===== src/design/stet_pkg.sv =====
// ----------------------------------------------------------------------------
// stet_pkg
// Shared constants and types for the sorted top-entries table.
// ----------------------------------------------------------------------------
package stet_pkg;

    localparam int SLOTS_DEFAULT      = 9;
    localparam int SCORE_BITS_DEFAULT = 8;

    localparam int LETTER_W = 8;
    localparam int SLOT_W   = 4;
    localparam int MARGIN_W = 9;

    localparam logic [LETTER_W-1:0] DASH_CHAR = 8'h2D;

    localparam logic OP_INSERT = 1'b0;
    localparam logic OP_READ   = 1'b1;

    typedef struct packed {
        logic [LETTER_W-1:0] first;
        logic [LETTER_W-1:0] second;
        logic [LETTER_W-1:0] third;
    } letters_t;

    // control passed down the row of cells
    typedef struct packed {
        logic insert;   // an insert word is being taken this cycle
        logic found;    // some earlier cell already qualified
    } cell_ctrl_t;

endpackage


===== src/design/stet_cell.sv =====
// ----------------------------------------------------------------------------
// stet_cell
// One table slot: holds an entry, decides whether it takes the new entry,
// takes its upper neighbour's entry or keeps its own, and drives read data.
// ----------------------------------------------------------------------------
module stet_cell
    import stet_pkg::*;
#(
    parameter int SCORE_BITS = SCORE_BITS_DEFAULT,
    parameter int INDEX      = 0,
    parameter int CMP_W      = 8
)
(
    input  logic                         clk,
    input  logic                         rst_n,
    input  cell_ctrl_t                   ctrl_in,
    output cell_ctrl_t                   ctrl_out,
    input  letters_t                     new_letters,
    input  logic [SCORE_BITS-1:0]        new_own,
    input  logic [SCORE_BITS-1:0]        new_rival,
    input  logic signed [SCORE_BITS:0]   new_margin,
    input  letters_t                     prev_letters,
    input  logic [SCORE_BITS-1:0]        prev_own,
    input  logic [SCORE_BITS-1:0]        prev_rival,
    input  logic signed [SCORE_BITS:0]   prev_margin,
    output letters_t                     letters,
    output logic [SCORE_BITS-1:0]        own,
    output logic [SCORE_BITS-1:0]        rival,
    output logic signed [SCORE_BITS:0]   margin,
    output logic                         take,
    input  logic [CMP_W-1:0]             read_index,
    output letters_t                     rd_letters,
    output logic [SCORE_BITS-1:0]        rd_own,
    output logic [SCORE_BITS-1:0]        rd_rival,
    output logic signed [SCORE_BITS:0]   rd_margin
);

    letters_t                   letters_reg, letters_next;
    logic [SCORE_BITS-1:0]      own_reg, own_next;
    logic [SCORE_BITS-1:0]      rival_reg, rival_next;
    logic signed [SCORE_BITS:0] margin_reg, margin_next;
    logic                       qualify;
    logic                       hit;

    // zero-zero counts as empty
    assign qualify = (new_margin >= margin_reg) || ((own_reg == '0) && (rival_reg == '0));
    assign take    = ctrl_in.insert && !ctrl_in.found && qualify;

    assign ctrl_out.insert = ctrl_in.insert;
    assign ctrl_out.found  = ctrl_in.found || qualify;

    always_comb
    begin
        letters_next = letters_reg;
        own_next     = own_reg;
        rival_next   = rival_reg;
        margin_next  = margin_reg;
        if (ctrl_in.insert && ctrl_in.found)
        begin
            letters_next = prev_letters;
            own_next     = prev_own;
            rival_next   = prev_rival;
            margin_next  = prev_margin;
        end
        else if (take)
        begin
            letters_next = new_letters;
            own_next     = new_own;
            rival_next   = new_rival;
            margin_next  = new_margin;
        end
    end

    always_ff @(posedge clk or negedge rst_n)
    begin
        if (!rst_n)
        begin
            letters_reg <= '{first: DASH_CHAR, second: DASH_CHAR, third: DASH_CHAR};
            own_reg     <= '0;
            rival_reg   <= '0;
            margin_reg  <= '0;
        end
        else
        begin
            letters_reg <= letters_next;
            own_reg     <= own_next;
            rival_reg   <= rival_next;
            margin_reg  <= margin_next;
        end
    end

    assign letters = letters_reg;
    assign own     = own_reg;
    assign rival   = rival_reg;
    assign margin  = margin_reg;

    assign hit = (read_index == CMP_W'(INDEX));

    assign rd_letters = hit ? letters_reg : '0;
    assign rd_own     = hit ? own_reg     : '0;
    assign rd_rival   = hit ? rival_reg   : '0;
    assign rd_margin  = hit ? margin_reg  : '0;

endmodule


===== src/design/sorted_top_entries_table.sv =====
// ----------------------------------------------------------------------------
// sorted_top_entries_table
// Table of SLOTS entries kept sorted by margin, largest first.
// ----------------------------------------------------------------------------
// Input channel (in_valid / in_stall): op selects insert or read. An insert
// places the entry at the first slot whose margin is less than or equal to
// the new margin, or whose scores are both zero; later slots move down one
// and the last drops off. A read returns the slot named by read_slot.
// Output channel (out_valid / out_stall): one result word per input word.
// Insert results carry placed_slot (SLOTS when not placed), other fields zero.
// The result is registered on the edge that takes the word. Throughput is one
// word per cycle while in_stall is low; every cell compares in parallel and
// the first-match flag ripples down the row of cells within the same cycle.
// When the receiver stalls with a result held, in_stall rises and the table
// is left as it is. Reset clears out_valid but not the result fields; every
// slot then holds '-' letters and zero scores.
// ----------------------------------------------------------------------------
module sorted_top_entries_table
    import stet_pkg::*;
#(
    parameter int SLOTS      = SLOTS_DEFAULT,
    parameter int SCORE_BITS = SCORE_BITS_DEFAULT
)
(
    input  logic                       clk,
    input  logic                       rst_n,
    input  logic                       in_valid,
    output logic                       in_stall,
    input  logic                       op,
    input  logic [LETTER_W-1:0]        first_letter,
    input  logic [LETTER_W-1:0]        second_letter,
    input  logic [LETTER_W-1:0]        third_letter,
    input  logic [7:0]                 own_score,
    input  logic [7:0]                 rival_score,
    input  logic [SLOT_W-1:0]          read_slot,
    output logic                       out_valid,
    input  logic                       out_stall,
    output logic [SLOT_W-1:0]          placed_slot,
    output logic [LETTER_W-1:0]        out_first_letter,
    output logic [LETTER_W-1:0]        out_second_letter,
    output logic [LETTER_W-1:0]        out_third_letter,
    output logic [7:0]                 out_own_score,
    output logic [7:0]                 out_rival_score,
    output logic signed [MARGIN_W-1:0] out_margin
);

    localparam int IDX_W = $clog2(SLOTS + 1);
    localparam int CMP_W = (IDX_W > SLOT_W) ? IDX_W : SLOT_W;

    logic                       accept;
    logic                       valid_reg;
    cell_ctrl_t                 ctrl [SLOTS+1];
    letters_t                   new_letters;
    logic [SCORE_BITS-1:0]      new_own, new_rival;
    logic signed [SCORE_BITS:0] new_margin;
    logic [CMP_W-1:0]           read_index;

    letters_t                   c_letters [SLOTS];
    logic [SCORE_BITS-1:0]      c_own     [SLOTS];
    logic [SCORE_BITS-1:0]      c_rival   [SLOTS];
    logic signed [SCORE_BITS:0] c_margin  [SLOTS];
    logic [SLOTS-1:0]           c_take;
    letters_t                   r_letters [SLOTS];
    logic [SCORE_BITS-1:0]      r_own     [SLOTS];
    logic [SCORE_BITS-1:0]      r_rival   [SLOTS];
    logic signed [SCORE_BITS:0] r_margin  [SLOTS];

    letters_t                   sel_letters;
    logic [SCORE_BITS-1:0]      sel_own, sel_rival;
    logic signed [SCORE_BITS:0] sel_margin;
    logic [IDX_W-1:0]           pos;

    logic [SLOT_W-1:0]          slot_reg, slot_next;
    letters_t                   letters_reg, letters_next;
    logic [7:0]                 own_reg, own_next;
    logic [7:0]                 rival_reg, rival_next;
    logic signed [MARGIN_W-1:0] margin_reg, margin_next;

    assign in_stall = valid_reg && out_stall;
    assign accept   = in_valid && !in_stall;

    assign new_letters = '{first: first_letter, second: second_letter, third: third_letter};
    assign new_own     = SCORE_BITS'(own_score);
    assign new_rival   = SCORE_BITS'(rival_score);
    assign new_margin  = $signed({1'b0, new_own}) - $signed({1'b0, new_rival});
    assign read_index  = CMP_W'(read_slot);

    assign ctrl[0].insert = accept && (op == OP_INSERT);
    assign ctrl[0].found  = 1'b0;

    for (genvar j = 0; j < SLOTS; j++)
    begin : g_cell
        letters_t                   p_letters;
        logic [SCORE_BITS-1:0]      p_own, p_rival;
        logic signed [SCORE_BITS:0] p_margin;

        if (j == 0)
        begin : g_head
            // head cell never shifts; neighbour inputs are don't-care
            assign p_letters = new_letters;
            assign p_own     = new_own;
            assign p_rival   = new_rival;
            assign p_margin  = new_margin;
        end
        else
        begin : g_body
            assign p_letters = c_letters[j-1];
            assign p_own     = c_own[j-1];
            assign p_rival   = c_rival[j-1];
            assign p_margin  = c_margin[j-1];
        end

        stet_cell #(
            .SCORE_BITS (SCORE_BITS),
            .INDEX      (j),
            .CMP_W      (CMP_W)
        ) u_cell (
            .clk          (clk),
            .rst_n        (rst_n),
            .ctrl_in      (ctrl[j]),
            .ctrl_out     (ctrl[j+1]),
            .new_letters  (new_letters),
            .new_own      (new_own),
            .new_rival    (new_rival),
            .new_margin   (new_margin),
            .prev_letters (p_letters),
            .prev_own     (p_own),
            .prev_rival   (p_rival),
            .prev_margin  (p_margin),
            .letters      (c_letters[j]),
            .own          (c_own[j]),
            .rival        (c_rival[j]),
            .margin       (c_margin[j]),
            .take         (c_take[j]),
            .read_index   (read_index),
            .rd_letters   (r_letters[j]),
            .rd_own       (r_own[j]),
            .rd_rival     (r_rival[j]),
            .rd_margin    (r_margin[j])
        );
    end

    // at most one cell hits or takes, so OR-combining selects it
    always_comb
    begin
        sel_letters = '0;
        sel_own     = '0;
        sel_rival   = '0;
        sel_margin  = '0;
        pos         = ctrl[SLOTS].found ? '0 : IDX_W'(SLOTS);
        for (int j = 0; j < SLOTS; j++)
        begin
            sel_letters = sel_letters | r_letters[j];
            sel_own     = sel_own | r_own[j];
            sel_rival   = sel_rival | r_rival[j];
            sel_margin  = sel_margin | r_margin[j];
            if (c_take[j])
            begin
                pos = pos | IDX_W'(j);
            end
        end
    end

    always_comb
    begin
        slot_next    = slot_reg;
        letters_next = letters_reg;
        own_next     = own_reg;
        rival_next   = rival_reg;
        margin_next  = margin_reg;
        if (accept)
        begin
            if (op == OP_INSERT)
            begin
                slot_next    = SLOT_W'(pos);
                letters_next = '0;
                own_next     = '0;
                rival_next   = '0;
                margin_next  = '0;
            end
            else
            begin
                slot_next    = read_slot;
                letters_next = sel_letters;
                own_next     = 8'(sel_own);
                rival_next   = 8'(sel_rival);
                margin_next  = MARGIN_W'(sel_margin);
            end
        end
    end

    always_ff @(posedge clk or negedge rst_n)
    begin
        if (!rst_n)
        begin
            valid_reg <= 1'b0;
        end
        else if (accept)
        begin
            valid_reg <= 1'b1;
        end
        else if (!out_stall)
        begin
            valid_reg <= 1'b0;
        end
    end

    always_ff @(posedge clk)
    begin
        slot_reg    <= slot_next;
        letters_reg <= letters_next;
        own_reg     <= own_next;
        rival_reg   <= rival_next;
        margin_reg  <= margin_next;
    end

    assign out_valid         = valid_reg;
    assign placed_slot       = slot_reg;
    assign out_first_letter  = letters_reg.first;
    assign out_second_letter = letters_reg.second;
    assign out_third_letter  = letters_reg.third;
    assign out_own_score     = own_reg;
    assign out_rival_score   = rival_reg;
    assign out_margin        = margin_reg;

endmodule


===== config.mk =====
export PLATFORM = sky130hd
export DESIGN_NAME = sorted_top_entries_table
export DESIGN_NICKNAME = d
export VERILOG_FILES = /design/src/design/stet_pkg.sv /design/src/design/stet_cell.sv /design/src/design/sorted_top_entries_table.sv
export SDC_FILE = /design/constraint.sdc
export NUM_CORES = 1
export LEC_CHECK = 0
export ABC_AREA = 0
export BUFFER_PORTS_ARGS = -buffer_cell sky130_fd_sc_hd__clkbuf_2
export CAP_MARGIN = 10
export CORE_ASPECT_RATIO = 0.5
export CORE_MARGIN = 2
export CORE_UTILIZATION = 44
export CTS_CLUSTER_SIZE = 20
export DETAILED_ROUTE_END_ITERATION = 8
export MAX_ROUTING_LAYER = met4
export PLACE_DENSITY_LB_ADDON = 0.1
export SYNTH_ARGS = -nofsm -noshare
export SYNTH_HDL_FRONTEND = slang
export SYNTH_SLANG_ARGS = --single-unit
export TNS_END_PERCENT = 10

===== constraint.sdc =====
create_clock -name clk -period 9.51 [get_ports clk]
set_input_delay 0.4755 -clock clk [delete_from_list [all_inputs] [get_ports clk]]
set_output_delay 0.4755 -clock clk [all_outputs]
set_load 0.02 [all_outputs]

Word level (Yosys, flattened, before mapping):

Cells that the tools add are included.

* reductions and logical operators: 89
* $add $sub $neg: 1
* bitwise operators: 33
* muxes and demuxes: 112
* magnitude comparators: 9
* equality and inequality tests: 9

Operators with widths (count)
* $mux 24: 25
* $mux 8: 50
* $mux 9: 25
* $or 24x24->24: 8
* $logic_not 8->1: 18
* $or 8x8->8: 16
* $ge 9x9->1: 9
* $or 9x9->9: 8
* $logic_and 1x1->1: 36
* $logic_or 1x1->1: 17
* $eq 4x3->1 const B: 4
* $reduce_bool 2->1: 8
* $mux 3: 4
* $mux 4: 3
* $logic_not 1->1: 9
* $sub 8x8->9: 1
* $eq 4x2->1 const B: 2
* $eq 4x1->1 const B: 1
* $eq 4x4->1 const B: 1
* $logic_not 4->1: 1
* $mux 2: 2
* $mux 1: 3
* $ne 2x1->1 const B: 1
* $not 1->1: 1

* output and inout port bits: 55
* flip-flop bits (word level): 495
* word-level logic and storage cells: 315

Depth between registers and ports, before layout:

Gate-level depths: netlist of run 1.

* word-level depth: 21
* gate-level depth with buffers: 23
* mapped depth without buffers: 19

By module:

A second synthesis of run 1 with hierarchy kept.

* cell total of the unflattened synthesis: 5244
* area, all modules: 44254.9 um^2

Modules (own cells, without submodules)
* stet_cell at g_cell[1].u_cell ...: cells each 547, instances 4, area each 4570.6 um^2
* stet_cell at g_cell[5].u_cell ...: cells each 547, instances 3, area each 4571.9 um^2
* stet_cell at g_cell[3].u_cell: cells each 549, instances 1, area each 4578.1 um^2
* stet_cell at g_cell[0].u_cell: cells each 547, instances 1, area each 4568.1 um^2
* sorted_top_entries_table: cells each 319, instances 1, area each 3110.5 um^2

Worst setup path after synthesis of run 1:

No wires, ideal clock.

* kind: in2reg
* from: input port own_score[0]
* to: register g_cell[8].u_cell.letters_reg, in the netlist g_cell[8].u_cell.letters[21]
* arrival: 5.268 ns
* required time: 9.435 ns
* buffers on the path: 4
* cell stages on the path: 22
* setup slack: 4.167 ns
* path through: clkbuf_1 > inv_1 > ha_1 > inv_1 > fa_1 > a21o_1 > a21oi_1 > nand2b_1 > a21oi_1 > o22ai_1 > ha_1 > and2_1 > and3_1 > a221oi_2 > mux2i_2 > nor4_4 > and3_1 > buf_2 > a21oi_1 > buf_2 > buf_6 > a2bb2oi_1

* longest elaborated chain between the ends: 14
* elaborated cells between the ends (all ways): 32

Ends and longest elaborated chain
* start: declaration: line sorted_top_entries_table.sv:33 `input logic [7:0] own_score,`
* $sub 8x8->9 *: line sorted_top_entries_table.sv:85 `assign new_margin = $signed({1'b0, new_own}) - $signed({1'b0, new_rival});`
* via g_cell[0].p_margin[8]: line sorted_top_entries_table.sv:95 `logic signed [SCORE_BITS:0] p_margin;`
* $ge 9x9->1: line stet_cell.sv:46 `assign qualify = (new_margin >= margin_reg) || ((own_reg == '0) && (rival_reg == '0));`
* $logic_or 1x1->1: line stet_cell.sv:46
* $logic_or 1x1->1 (7 in a row): line stet_cell.sv:50 `assign ctrl_out.found = ctrl_in.found || qualify;`
* $logic_not 1->1: line stet_cell.sv:47 `assign take = ctrl_in.insert && !ctrl_in.found && qualify;`
* $logic_and 1x1->1 (2 in a row): line stet_cell.sv:47
* $reduce_bool 2->1 (no line)
* end signal: assignment: line stet_cell.sv:78 `letters_reg <= '{first: DASH_CHAR, second: DASH_CHAR, third: DASH_CHAR};`
* end signal: assignment: line stet_cell.sv:85 `letters_reg <= letters_next;`
* end: declaration: line stet_cell.sv:38 `letters_t letters_reg, letters_next;`

The timed path passes the listed nets; every way through them passes the cells marked *.
A chain may end at the register's enable or synchronous reset.

Worst setup path after layout of run 1:

* from: input port own_score[0]
* to: register g_cell[3].u_cell.rival_reg[7]

* longest elaborated chain between the ends: 9
* elaborated cells between the ends (all ways): 17

Ends and longest elaborated chain
* $sub 8x8->9 *: line sorted_top_entries_table.sv:85
* via g_cell[0].p_margin[6]: line sorted_top_entries_table.sv:95
* $ge 9x9->1: line stet_cell.sv:46
* $logic_or 1x1->1: line stet_cell.sv:46
* $logic_or 1x1->1 (2 in a row): line stet_cell.sv:50
* $logic_not 1->1: line stet_cell.sv:47
* $logic_and 1x1->1 (2 in a row): line stet_cell.sv:47
* $reduce_bool 2->1 (no line)
* end signal: assignment: line stet_cell.sv:87 `rival_reg <= rival_next;`
* end: declaration: line stet_cell.sv:40 `logic [SCORE_BITS-1:0] rival_reg, rival_next;`

Marks and branches as above.

==> metrics.txt, run 1 <==
Clock transition at path regs roughly 0.070 ns; largest net degree at the start of global routing approximately 110; cell total after placement ~3,400; via count approximately 23,000; Die Wd ~350 µm; Iteration-0 DRC Markers between 3,000 and 4,000; post-synthesis sequential area ratio 49.1%; Yosys reg bits 495; Routed WL 101,000 µm; # rows just over 60; yosys warns 0; Post-DP Area approximately 27,000 µm²; layout cells sized above 1 around 14%; initial antenna violation count 2; CP Class in -> reg; async set-reset flop share out of synthesis ~89%; Layout Utilization around 50%; min Tclk post-route about 6.3 ns; maximum fanout along the worst path 28; met1 WL 44,700 µm; GRT overflow 0; core area just under 60,000 µm²; WL/cell just under 30 µm; Synth Instances between 2,000 and 3,000; via count of the first global-routing pass approximately 23,000; DR top layer met4; met2 WL about 42,000 µm; DIE AREA 61,300 µm²; Leakage 12.4 nW; unrepaired setup endpoints after global routing no; RePlAce Congestion around 0.95; Sink Count a little under 500; Clock Path Buffers 3; Hold Crit Class in -> reg; Setup TNS Final 0 ns; Final WS setup between 3 and 4 ns; fmax about 0.16 GHz; failing checks design-rule violations; Yosys cell types 68; post-route cell area 28,800 µm²; nets@finish ~2,800; Final setup viols 0; I/O Buffers slightly above 100; fin cells roughly 3,500; Place WS ~2.8 ns; outcome finished with violations; max FFs per register roughly 220; Top FF cell, synth dfrtp_1; Slew HR 16.1%; drt drc 3; DR pass1 iterations 9; clk_skew 0.0377 ns; vias per cell ~6.7; Die H between 150 and 200 µm; hpwl dp roughly 60,000 µm; Inserted Clock Buffers 48; Final ANT Viol Nets 0; Area growth syn-to-layout 10.5%; GRT Total Usage about a third; CTS tree yes; CTS HTree Levels 2; worst-margin pin slew around 1.3 ns; post-cts sizing count 0; IO Pins 104; final number of max-transition violations 0; met3 wire length around 11,000 µm; Post-synth EDFFs 53; max_cap viols 0; clk root buf clkbuf_16; post-synth net total 2,846; Worst EP required 10.05 ns; crit path capture type flop; CP Launch Type primary input; Final Hold Viols 0; Arrival @ worst endpoint about 6.8 ns; clk_lat worst skew 0.63 ns; Starting Density 44.9%; Peak VDD IR roughly 0.00019 V; Final Cycle Share 66.1%; power per cell area slightly below 300 nW/µm²; first-pass GRT wire length 151,000 µm; Cell Area, Synth between 20,000 and 30,000 µm²; Post-Syn Area per Cell between 9 and 10 µm²
per-layer routing:
layer	up-vias	GRT usage (%)
met2	1401	47.4
li1	10054	-
met3	218	6.98
met4	0	10.3
met1	11757	48.8
met5	-	-
critical path, cell delays in order:
cell      delay, ns
clkbuf_2       0.15
inv_1          0.19
ha_1           0.20
inv_1          0.05
fa_1           0.40
a21o_1         0.20
a21oi_1        0.20
nand2b_1       0.15
a21oi_1        0.09
xnor2_1        0.43
inv_1          0.43
ha_1           0.43
a21oi_1        0.15
o31ai_1        0.10
a221oi_2       0.36
mux2i_2        0.64
nor2_4         0.33
a21oi_4        0.99
buf_4          0.54
a222oi_1       0.18
inv_1          0.10
synthesized netlist by cell type, drive strengths merged (4+ instances only):
master / n / area (µm²)
a211oi: 13 / 97.6
a21o: 7 / 52.6
a21oi: 207 / 1040
a221oi: 50 / 444
a222oi: 91 / 911
a22o: 50 / 438
a22oi: 101 / 758
a2bb2oi: 52 / 455
a31oi: 109 / 682
and3: 4 / 25.0
buf: 33 / 160
clkbuf: 220 / 826
dfrtp: 334 / 8360
dfstp: 108 / 2840
edfxtp: 53 / 1590
ha: 89 / 1110
inv: 137 / 514
mux2: 10 / 113
mux2i: 102 / 1020
nand2: 341 / 1280
nand2b: 12 / 75.1
nand3: 8 / 40.0
nand4: 17 / 106
nor2: 206 / 773
nor2b: 5 / 31.3
nor3: 13 / 70.1
nor4: 38 / 253
o211ai: 5 / 37.5
o21a: 4 / 30.0
o21ai: 100 / 504
o221ai: 4 / 35.0
o22a: 45 / 394
o22ai: 100 / 626
o31ai: 4 / 30.0
xnor2: 4 / 35.0
power breakdown:
part | total (mW) | switching (mW) | internal (mW)
Combinational | 2.89 | 1.80 | 1.09
Sequential | 3.76 | 0.779 | 2.98
Clock | 1.93 | 0.902 | 1.03
Total | 8.58 | 3.48 | 5.10
cells in the final DEF (no fill, tap or decap), types with 52 or more instances in the layout:
master and n:
nor2_1 198, dfrtp_1 334, ha_1 89, buf_4 62, inv_1 135, a222oi_1 91, clkbuf_2 102, nand2_1 337
o22ai_1 100, a21oi_1 203, edfxtp_1 53, a2bb2oi_1 52, o21ai_0 96, mux2i_1 101, a31oi_1 107, dfstp_2 108
a22oi_1 101
per-stage QoR:
stage	power, mW	hold slack [ns]
floorplan	5.45	0.180
global placement	6.53	0.454
detailed placement	6.59	0.457
CTS	8.51	0.0608
global route	9.05	0.103
finish	8.58	0.0772
cell type report:
class,count,area [µm²]
fillers,5388,29200
inverters,137,515
well taps,768,961
clock inverters,12,116
clock buffers,78,1390
multi-input cells,1822,12000
repair buffers,167,1020
flip-flops and latches,495,12800
diodes,1,2.50
final timing paths:
| kind | start | to | slack [ns] | cells past startpoint |
|---|---|---|---|---|
| worst max register to register | g_cell[0].u_cell.own[3] | g_cell[3].u_cell.rival[7] | 4.54 | 9 |
| worst min register to register | g_cell[5].u_cell.letters[0] | g_cell[5].u_cell.letters[0] | 0.47 | 2 |
| min in group asynchronous | rst_n | g_cell[7].u_cell.letters[22] | 0.53 | 2 |
| worst max-delay path | own_score[0] | g_cell[3].u_cell.rival[7] | 3.23 | 21 |
| worst min-delay path | in_valid | out_valid | 0.08 | 2 |
| max in group asynchronous | rst_n | g_cell[1].u_cell.rival[2] | 6.84 | 4 |
kinds of logic (layout without fill, tap and decap cells):
| kind of cell | count (synthesis) | after routing | synth area share (%) |
|---|---|---|---|
| AO/OA/AOI/OAI | 958 | 958 | 25.7 |
| AND/OR/NAND/NOR | 656 | 656 | 10.6 |
| flip-flops | 495 | 495 | 49.1 |
| buffers and inverters | 390 | 394 | 5.76 |
| multiplexers | 112 | 112 | 4.37 |
| adder cells (fa/ha/maj) | 90 | 90 | 4.35 |
| XOR/XNOR | 6 | 6 | 0.202 |
| other | 0 | 1 | 0 |
repair_timing:
item | in CTS | in global routing
hold buffers | 1 | 0
endpoints found under the hold margin | 37 | 0
setup buffers | 0 | 0
Power figures use the tool's default switching activity.
==> run 2: changes to the inputs <==
==> constraint.sdc (replaced) <==
create_clock -name clk -period 5.8 [get_ports clk]
set_input_delay 0.29 -clock clk [delete_from_list [all_inputs] [get_ports clk]]
set_output_delay 0.29 -clock clk [all_outputs]
set_load 0.02 [all_outputs]
==> run 2 against run 1 <==
Clock skew is 0.0071 ns lower; largest power group unchanged; die area did not move; critical endpoint is now g_cell[3].u_cell.margin[5]; the run now ends clean; critical path type unchanged; sequential share of layout area decreased by 1.0 points; highest routed layer unchanged; cell area up 2.3%.
==> metrics.txt, run 2 (synthesis results as in run 1) <==
Setup TNS Final 0 ns (unchanged); IO Pins 104 (unchanged); Int Power 8.57 mW (+68%); power per cell area 487 nW/µm² (+63%); Final setup viols 0 (unchanged); Peak VDD IR 0.000354 V (+86%); setup bufs post-CTS 0 (unchanged); Crit-path slowest cell nand3_1; hold path endpoint g_cell[0].u_cell.letters[1]; Final Hold Viols 0 (unchanged); worst-margin pin slew 1.20 ns (-0.0491 ns); met2 WL 44,300 µm (+4.6%); via count 23,732 (+1.3%); sw frac 40.2% (-0.36 points); Inserted Clock Buffers 48 (unchanged); NetSw 5.76 mW (+66%); worst hold stages 3 (+1); core area 57,900 µm² (unchanged); commonest cells after routing, fill and taps aside nand2_1 (337), dfrtp_1 (334), a21oi_1 (203); Sequential Area 12,800 µm² (unchanged); Hold Crit Class in -> reg; Combinational Power Share 35.0% (+1.3 points); Worst EP required 6.33 ns (-3.72 ns); vias per cell 6.73 (about the same); Arrival @ worst endpoint 5.39 ns (-1.43 ns); commonest non-fill, non-tap cell in the layout nand2_1; Area growth syn-to-layout 13.1%; RePlAce Congestion 0.951 (+0.26%); cell total after placement 3,417 (+0.86%); DR top layer met4; clk_skew 0.0306 ns (-0.00708 ns); Leakage 12.7 nW (+2.6%); R2R setup slack 2.02 ns (-2.52 ns); clk root buf clkbuf_16; via count of the first global-routing pass 22,887 (+1.5%); drt drc 0 (-3); Clock Path Buffers 3 (unchanged); CP Launch Type primary input; # rows 62 (unchanged); Final Cycle Share 83.9%; CTS HTree Levels 2 (unchanged); clk_lat worst skew 0.62 ns (about the same); Sink Count 495 (unchanged); GRT Total Usage 34.6% (+0.80 points); final number of max-transition violations 0 (unchanged); largest net degree at the start of global routing 177 (+67%); fmax just over 0.2 GHz; Worst Reg2Reg Path Length in Cells 11 (+2); Starting Density 44.9% (unchanged); Slew HR 18.4% (+2.3 points); fillers 5,349 (-0.72%); fin cells 3,525 (+1.3%); max_cap viols 0 (unchanged); DIE AREA 61,300 µm² (unchanged); layout cells sized above 1 15.3% (+0.98 points); slowest stage delay, CP 0.51 ns (-0.48 ns); R2R Path End g_cell[3].u_cell.margin[5]; met1 WL 44,600 µm (-0.30%); Routed WL 104,000 µm (+2.6%); Die H 176 µm (unchanged); worst r2r src g_cell[0].u_cell.margin[1]; Final ANT Viol Nets 0 (unchanged); met3 wire length 11,800 µm (+6.9%); DR pass1 iterations 8 (-1); critical-path cell list clkbuf_2 -> inv_1 -> ha_1 -> inv_1 -> fa_1 -> a21o_1 -> a21oi_1 -> nand2b_1 -> a21oi_1 -> xnor2_1 -> inv_1 -> ha_1 -> nand4_1 -> nor2_1 -> o31ai_1 -> a21oi_1 -> buf_4 -> nor2_4 -> buf_12 -> nand3_1 -> o221ai_1; WL/cell 29.5 µm (+1.3%); Die Wd 348 µm (unchanged); hpwl dp 60,200 µm (+0.83%); crit path capture type flop; maximum fanout along the worst path 45 (+61%); unrepaired setup endpoints after global routing no; Seq pwr share 42.6% (-1.2 points); Iteration-0 DRC Markers 3,159 (-8.0%); CTS hold repair buffers 16 (+15); post-cts sizing count 0 (unchanged); outcome completed; GRT overflow 0 (unchanged); I/O Buffers 103 (unchanged); min Tclk post-route just under 5 ns; max FFs per register 216 (unchanged); CP Class in -> reg; Clock transition at path regs 0.07 ns (about the same); worst hold start third_letter[1]; initial antenna violation count 3 (+1); nets@finish 2,854 (+1.6%); Multi-input gate area 12,000 µm² (unchanged); first-pass GRT wire length 154,000 µm (+1.7%); Pwr Total 14.3 mW (+67%); CTS tree yes; clock share of power 22.5% (about the same)
==> run 2: power groups by stage <==
stage          Combinational [mW]  Sequential, mW  Clock, mW
6_report                     5.01            6.10       3.22
5_1_grt                      5.48            6.24       3.39
4_1_cts                      4.89            6.06       3.25
3_5_place_dp                 4.86            6.10          0
3_3_place_gp                 4.76            6.11          0
2_1_floorplan                3.23            5.71          0
==> run 2: cell type report <==
cell class | count | share of cell area (%)
Antenna cell | 3 | 0.0255
Timing Repair Buffer | 211 | 5.61
Inverter | 137 | 1.75
Clock buffer | 75 | 4.74
Sequential cell | 495 | 43.4
Clock inverter | 14 | 0.467
Tap cell | 768 | 3.26
Multi-Input combinational cell | 1822 | 40.7
==> run 2: worst max-delay path: cells and delay by family <==
| family | cells | cell delay [ns] |
|---|---|---|
| adder cells (fa/ha/maj) | 3 | 0.95 |
| XOR/XNOR | 1 | 0.15 |
| AO/OA/AOI/OAI | 6 | 1.34 |
| AND/OR/NAND/NOR | 5 | 1.15 |
| buffers and inverters | 6 | 1.50 |
==> run 2: metal layers <==
metal / GRT usage (%) / up-vias
met5: - / -
met4: 10.6 / 0
met3: 8.32 / 256
met2: 49.1 / 1474
met1: 48.8 / 11846
li1: - / 10156
==> run 2: how the worst max path moves through the flow <==
stage          slack, ns                      endpoint          from
2_1_floorplan       0.64  g_cell[8].u_cell.letters[21]  own_score[0]
3_3_place_gp        0.48    g_cell[3].u_cell.margin[3]  own_score[0]
3_5_place_dp        0.48    g_cell[3].u_cell.margin[5]  own_score[0]
4_1_cts             1.14    g_cell[3].u_cell.margin[3]  own_score[0]
5_1_grt             0.72   g_cell[8].u_cell.letters[4]  own_score[0]
6_report            0.93    g_cell[3].u_cell.margin[5]  own_score[0]
==> run 2: through the flow <==
step	utilization, %	worst slack, ns	instance area (µm²)	hold WS, ns
2_1_floorplan	-	0.643	26000	-0.00559
3_3_place_gp	47.9	0.479	27700	0.288
3_5_place_dp	47.9	0.479	27700	0.288
4_1_cts	50.8	1.14	29400	0.00150
5_1_grt	50.8	0.717	29400	0.0242
6_report	50.8	0.934	29400	0.0290
